$ cat config.mk
export PLATFORM = sky130hd
export DESIGN_NAME = cpic_ram
export DESIGN_NICKNAME = d
export VERILOG_FILES = /design/src/hdl/cpic_ram.sv
export SDC_FILE = /design/constraint.sdc
export NUM_CORES = 2
export LEC_CHECK = 0
export BUFFER_PORTS_ARGS = -buffer_cell sky130_fd_sc_hd__buf_2
export CAP_MARGIN = 20
export CORE_AREA = 2 2 294 441
export CTS_BUF_LIST = sky130_fd_sc_hd__clkbuf_4
export DETAILED_ROUTE_END_ITERATION = 6
export DIE_AREA = 0 0 296 443
export GPL_TIMING_DRIVEN = 0
export PLACE_DENSITY = 0.79
export SYNTH_ARGS = -nofsm -noshare
export SYNTH_HDL_FRONTEND = slang
export SYNTH_SLANG_ARGS = --single-unit
$ cat constraint.sdc
create_clock -name clock -period 2.5 [get_ports clock]
set_input_delay 0 -clock clock [delete_from_list [all_inputs] [get_ports clock]]
set_output_delay 0 -clock clock [all_outputs]
set_load 0.05 [all_outputs]
$ cat src/hdl/cpic_ram.sv
module cpic_ram #(
   parameter int unsigned WIDTH = 8,
   parameter int unsigned DEPTH = 256
) (
   input  logic                     clock,
   input  logic                     we,
   input  logic [$clog2(DEPTH)-1:0] waddr,
   input  logic [WIDTH-1:0]         wdata,
   input  logic                     re,
   input  logic [$clog2(DEPTH)-1:0] raddr,
   output logic [WIDTH-1:0]         rdata
);

   logic [WIDTH-1:0] mem_ff [DEPTH];
   logic [WIDTH-1:0] rdata_ff;

   // one write port, one registered read port
   always_ff @(posedge clock) begin
      if (we) begin
         mem_ff[waddr] <= wdata;
      end
      if (re) begin
         rdata_ff <= mem_ff[raddr];
      end
   end

   assign rdata = rdata_ff;

endmodule

Word level (Yosys, flattened, before mapping)
Memory sizes are Yosys's and may differ from the RTL's. A register that Yosys moved wholly into a read port is not among the register bits. Cells that the tools add are included.

Divide/modulo/power cells: 0. $add $sub $neg: 0. $mul: 0. Mux-type cells: 2. Equal/unequal tests: 0. Bitwise gates (word level): 0. $lt $le $gt $ge: 0. Shift operators: 0. Reduce and logical (&&, ||, !) cells: 0.

Operators by type and width (count): $mux 1 (2).

Bits in read-only memories: 0. Bits in registers: 0. Latch bits: 0. Word-level logic and storage cells: 3. Output and inout port bits: 8. Memories kept: 1. Memory bits (writable): 2048.

Memory list: mem_ff (depth 256, bits a word 8, rd ports 1, clocked after Yosys merged registers in 1, wr ports 1, RTL line 14) `logic [WIDTH-1:0] mem_ff [DEPTH];`.

Depth between registers and ports, before layout
Word-level depth: 2. Depth in mapped cells: 11. Depth with buffers taken out: 6.

Least setup slack after synthesis
OpenSTA, ideal clock, no wires.

Path type: input to register. Start point: in raddr[0]. End point: reg rdata_ff[2], in the netlist rdata[2], read port of mem_ff (data pin). Data required time: 2.231 ns. Arrival time: 1.807 ns. Setup time: 0.269 ns. Buffers on the path: 4. Stages on the path: 9. Path slack: 0.424 ns. Path through: buf_6 buf_12 buf_8 buf_2 mux4_2 a22oi_1 a21oi_1 nor4_1 nor4_2.

RTL lines: from (decl) (RTL line 10) `input logic [$clog2(DEPTH)-1:0] raddr,`; to (decl) (RTL line 15) `logic [WIDTH-1:0] rdata_ff;`.

==> summary.md <==
| Metric | Value |
|---|---|
| Ys async rst share | `0` |
| Pre-CTS setup slack | `-2.35 ns` |
| Critical path launch point type | `input pin` |
| GPL Wtd Cong | `1.05` |
| Area leader, netlist | `edfxtp_1` |
| Critical path data arrival time | `4.18 ns` |
| Initial antenna violation count | `15` |
| Initial Util | `0.624` |
| Leakage | `28.2 nW` |
| DRT Pass-1 Iters | `7` |
| Vias after detailed routing | `45100` |
| Max_cap viols | `0` |
| Avg Cell Area, Syn | `21.3 sq um` |
| Synth Register Bits | `2056` |
| Die Y | `443 microns` |
| Fmax | `0.319 GHz` |
| Clock Skew | `0.140 ns` |
| Largest net degree at the start of global routing | `173` |
| Crit path kind | `in2reg` |
| Crit path largest cell delay | `0.79 ns` |
| Slew @ Worst Pin | `1.35 ns` |
| DRC viols | `6` |
| Top cell type's share of synthesized area | `0.775` |
| Number of CTS-inserted buffers | `451` |
| Dpl cell area | `82700 sq um` |
| DP HPWL | `157000 microns` |
| Routed wire length | `239000 microns` |
| WP buf/inv | `3` |
| Synth cell types | `54` |
| Seq/Total Area, Yosys | `0.775` |
| Mapped cell area | `79600 sq um` |
| Clock root buffer master | `clkbuf_4` |
| GRT overflow | `0` |
| Setup-failing EPs final | `334` |
| Fin crit share | `1.25` |
| Area Overhead vs Synth | `12.8%` |
| Final Slew Violations | `0` |
| Core area | `128000 sq um` |
| Layout cells sized above 1 | `0.316` |
| CTS tree | `built` |
| CP Max Fanout | `10` |
| Wire per inst | `37.5 microns` |
| 1st-iter DRT viols | `8207` |
| Slew margin rel. | `0.0979` |
| Worst path cell trace | `buf_2 > buf_2 > and2_1 > clkbuf_2 > a22oi_1 > a21oi_1 > nor3_1 > nor4_2` |
| Max VDD drop | `554 uV` |
| Vias per cell | `7.07` |
| Most used cell, CP | `buf_2` |
| Required time worst endpoint | `3.54 ns` |
| Most area-consuming cells after synthesis | `edfxtp_1, mux4_2, mux2i_1` |
| Die X | `296 microns` |
| Cell with the largest stage delay on the worst path | `a21oi_1` |
| Vias in the first global route | `44500` |
| Nets@finish | `4344` |
| Final setup margin | `-0.636 ns` |
| First-pass GRT wire length | `328000 microns` |
| Failing checks | `design-rule violations, negative setup slack` |
| R2R depth | `6` |
| Type of the worst min-delay path | `in2reg` |
| CP top delay family | `simple AND/OR/NAND/NOR gates` |
| Hold depth | `4` |
| Die ar. | `131000 sq um` |
| Final Hold Vio Count | `0` |
| EDFF count, synth | `2056` |
| Mapped Nets | `3760` |
| Total power | `67.5 mW` |
| Design area | `89800 sq um` |
| Synth warn | `0` |
| Worst-Skew Late Latency | `1.49 ns` |
| Clk sinks | `2056` |
| Status | `finished, violations left` |
| Final ANT Viol Nets | `0` |
| Minimum clock period | `3.14 ns` |
| Final core occ | `0.703` |
| Most used DFF post-synth | `edfxtp_1` |
| Critical Path Stages | `8` |
| Crit path capture type | `register` |
| Clk slew on worst S/H paths | `0.07 ns` |
| Global Route Usage Sum | `0.372` |
| RSZ-0062 raised after global routing | `yes` |
| Mapped Cells | `3733` |
| I/O Buffers | `27` |
| H-tree level count | `5` |
| # rows | `161` |
| Clock Tree Buf Depth | `4` |
| I/O Pins | `35` |
| Pwr Density | `751 nW/um^2` |
-- through the flow --
stage / instances / setup TNS [ns] / hold slack [ns]
floorplan: 3733 / 0 / 0.0989
global placement: 5471 / -4009.49 / 0.328
detailed placement: 5509 / -802.25 / 0.331
CTS: 6344 / -0.790 / 0.00817
global route: 6364 / -1.58 / 0.0496
finish: 6378 / -26.61 / 0.0463
-- layer usage --
metal  global-route usage  wire length (microns)  up-vias
li1                     -                      -    17200
met1                0.432                  69400    22400
met2                0.569                 113000     4391
met3                0.121                  32400     1091
met4                0.304                  24700       10
met5                    0                    111        -
-- what timing repair did --
item	in CTS	in global routing
endpoints found under the hold margin	3275	43
setup buffers	0	4
gates resized for setup	89	112
hold buffers	56	1
endpoints found under the setup margin	8	721
pin swaps	13	11
-- final cells by class --
type | count | area, sq um
diodes | 24 | 60.1
plain buffers | 232 | 1500
clock buffers | 624 | 4680
clock inverters | 155 | 807
fillers | 7466 | 37900
inverters | 2 | 7.51
multi-input cells | 1442 | 17200
flip-flops and latches | 2056 | 61700
well taps | 1711 | 2140
repair buffers | 132 | 1680
-- registers in the layout, summed over array words and instances (netlist names) --
signal  count
rdata       8
mem_ff   2048
-- cell usage in the layout, fill, tap and decap left out, types with 10 or more instances in the layout --
| master | Yosys | routed |
|---|---|---|
| diode_2 | 0 | 24 |
| buf_6 | 21 | 28 |
| o21ai_0 | 10 | 10 |
| clkbuf_4 | 0 | 626 |
| clkbuf_2 | 0 | 23 |
| mux2i_1 | 134 | 134 |
| buf_4 | 27 | 37 |
| a21oi_1 | 96 | 96 |
| buf_16 | 0 | 20 |
| buf_8 | 13 | 38 |
| nor4_4 | 0 | 10 |
| mux4_2 | 454 | 454 |
| edfxtp_1 | 2056 | 2056 |
| nor3_1 | 22 | 10 |
| nand4_1 | 10 | 10 |
| nor2_1 | 282 | 203 |
| clkbuf_1 | 111 | 86 |
| nand2_1 | 33 | 33 |
| nor2_2 | 0 | 78 |
| nand3_1 | 34 | 33 |
| clkinv_1 | 1 | 120 |
| a22oi_1 | 133 | 131 |
| o22ai_1 | 28 | 28 |
| buf_1 | 22 | 19 |
| clkinv_2 | 0 | 21 |
| buf_2 | 31 | 50 |
| nor2b_1 | 31 | 29 |
| o221ai_1 | 46 | 44 |
| dlygate4sd3_1 | 0 | 50 |
| o211ai_1 | 10 | 10 |
-- power breakdown --
part	total, mW	switching [mW]	internal (mW)
registers	38.0	0.0212	38.0
logic	4.45	3.05	1.40
clock network	25.0	12.8	12.2
total	67.5	15.9	51.6
-- worst reg2reg max path, cell delays in order, from the launching register on --
cell	delay [ns]
edfxtp_1	0.33
mux4_2	0.28
o22a_1	0.16
o21ai_0	0.30
a2111oi_4	0.67
nor3_1	0.13
nor4_2	0.76
-- synthesized netlist by cell type, types with 2 or more instances --
cell type	number
a2111oi_0	2
a2111oi_1	2
a211oi_1	16
a21oi_1	96
a221oi_1	13
a22o_1	8
a22oi_1	133
a311oi_1	2
a31oi_1	2
and2_1	6
and3b_1	2
buf_1	22
buf_12	8
buf_2	31
buf_4	27
buf_6	21
buf_8	13
clkbuf_1	111
edfxtp_1	2056
mux2i_1	134
mux4_1	2
mux4_2	454
nand2_1	33
nand2b_1	8
nand3_1	34
nand3b_1	2
nand4_1	10
nor2_1	282
nor2b_1	31
nor3_1	22
nor4_1	24
nor4_2	3
o211ai_1	10
o21ai_0	10
o21ai_1	2
o221ai_1	46
o22a_1	5
o22ai_1	28
o32ai_1	4
or2_2	4
-- final timing paths --
| check | startpoint | slack [ns] | endpoint |
|---|---|---|---|
| hold / removal | waddr[4] | 0.05 | mem_ff[191][5]$_DFFE_PP_ |
| hold reg to reg | mem_ff[40][3]$_DFFE_PP_ | 1.40 | rdata[3]$_DFFE_PP_ |
| setup / recovery | raddr[2] | -0.64 | rdata[4]$_DFFE_PP_ |
| setup reg to reg | mem_ff[161][4]$_DFFE_PP_ | -0.41 | rdata[4]$_DFFE_PP_ |
-- kinds of logic after synthesis --
logic type | synth area share
flip-flops | 0.775
multiplexers | 0.146
AND/OR/NAND/NOR | 0.0263
AO/OA/AOI/OAI | 0.0342
buffers and inverters | 0.0183
(Power assumes the default switching activity.)
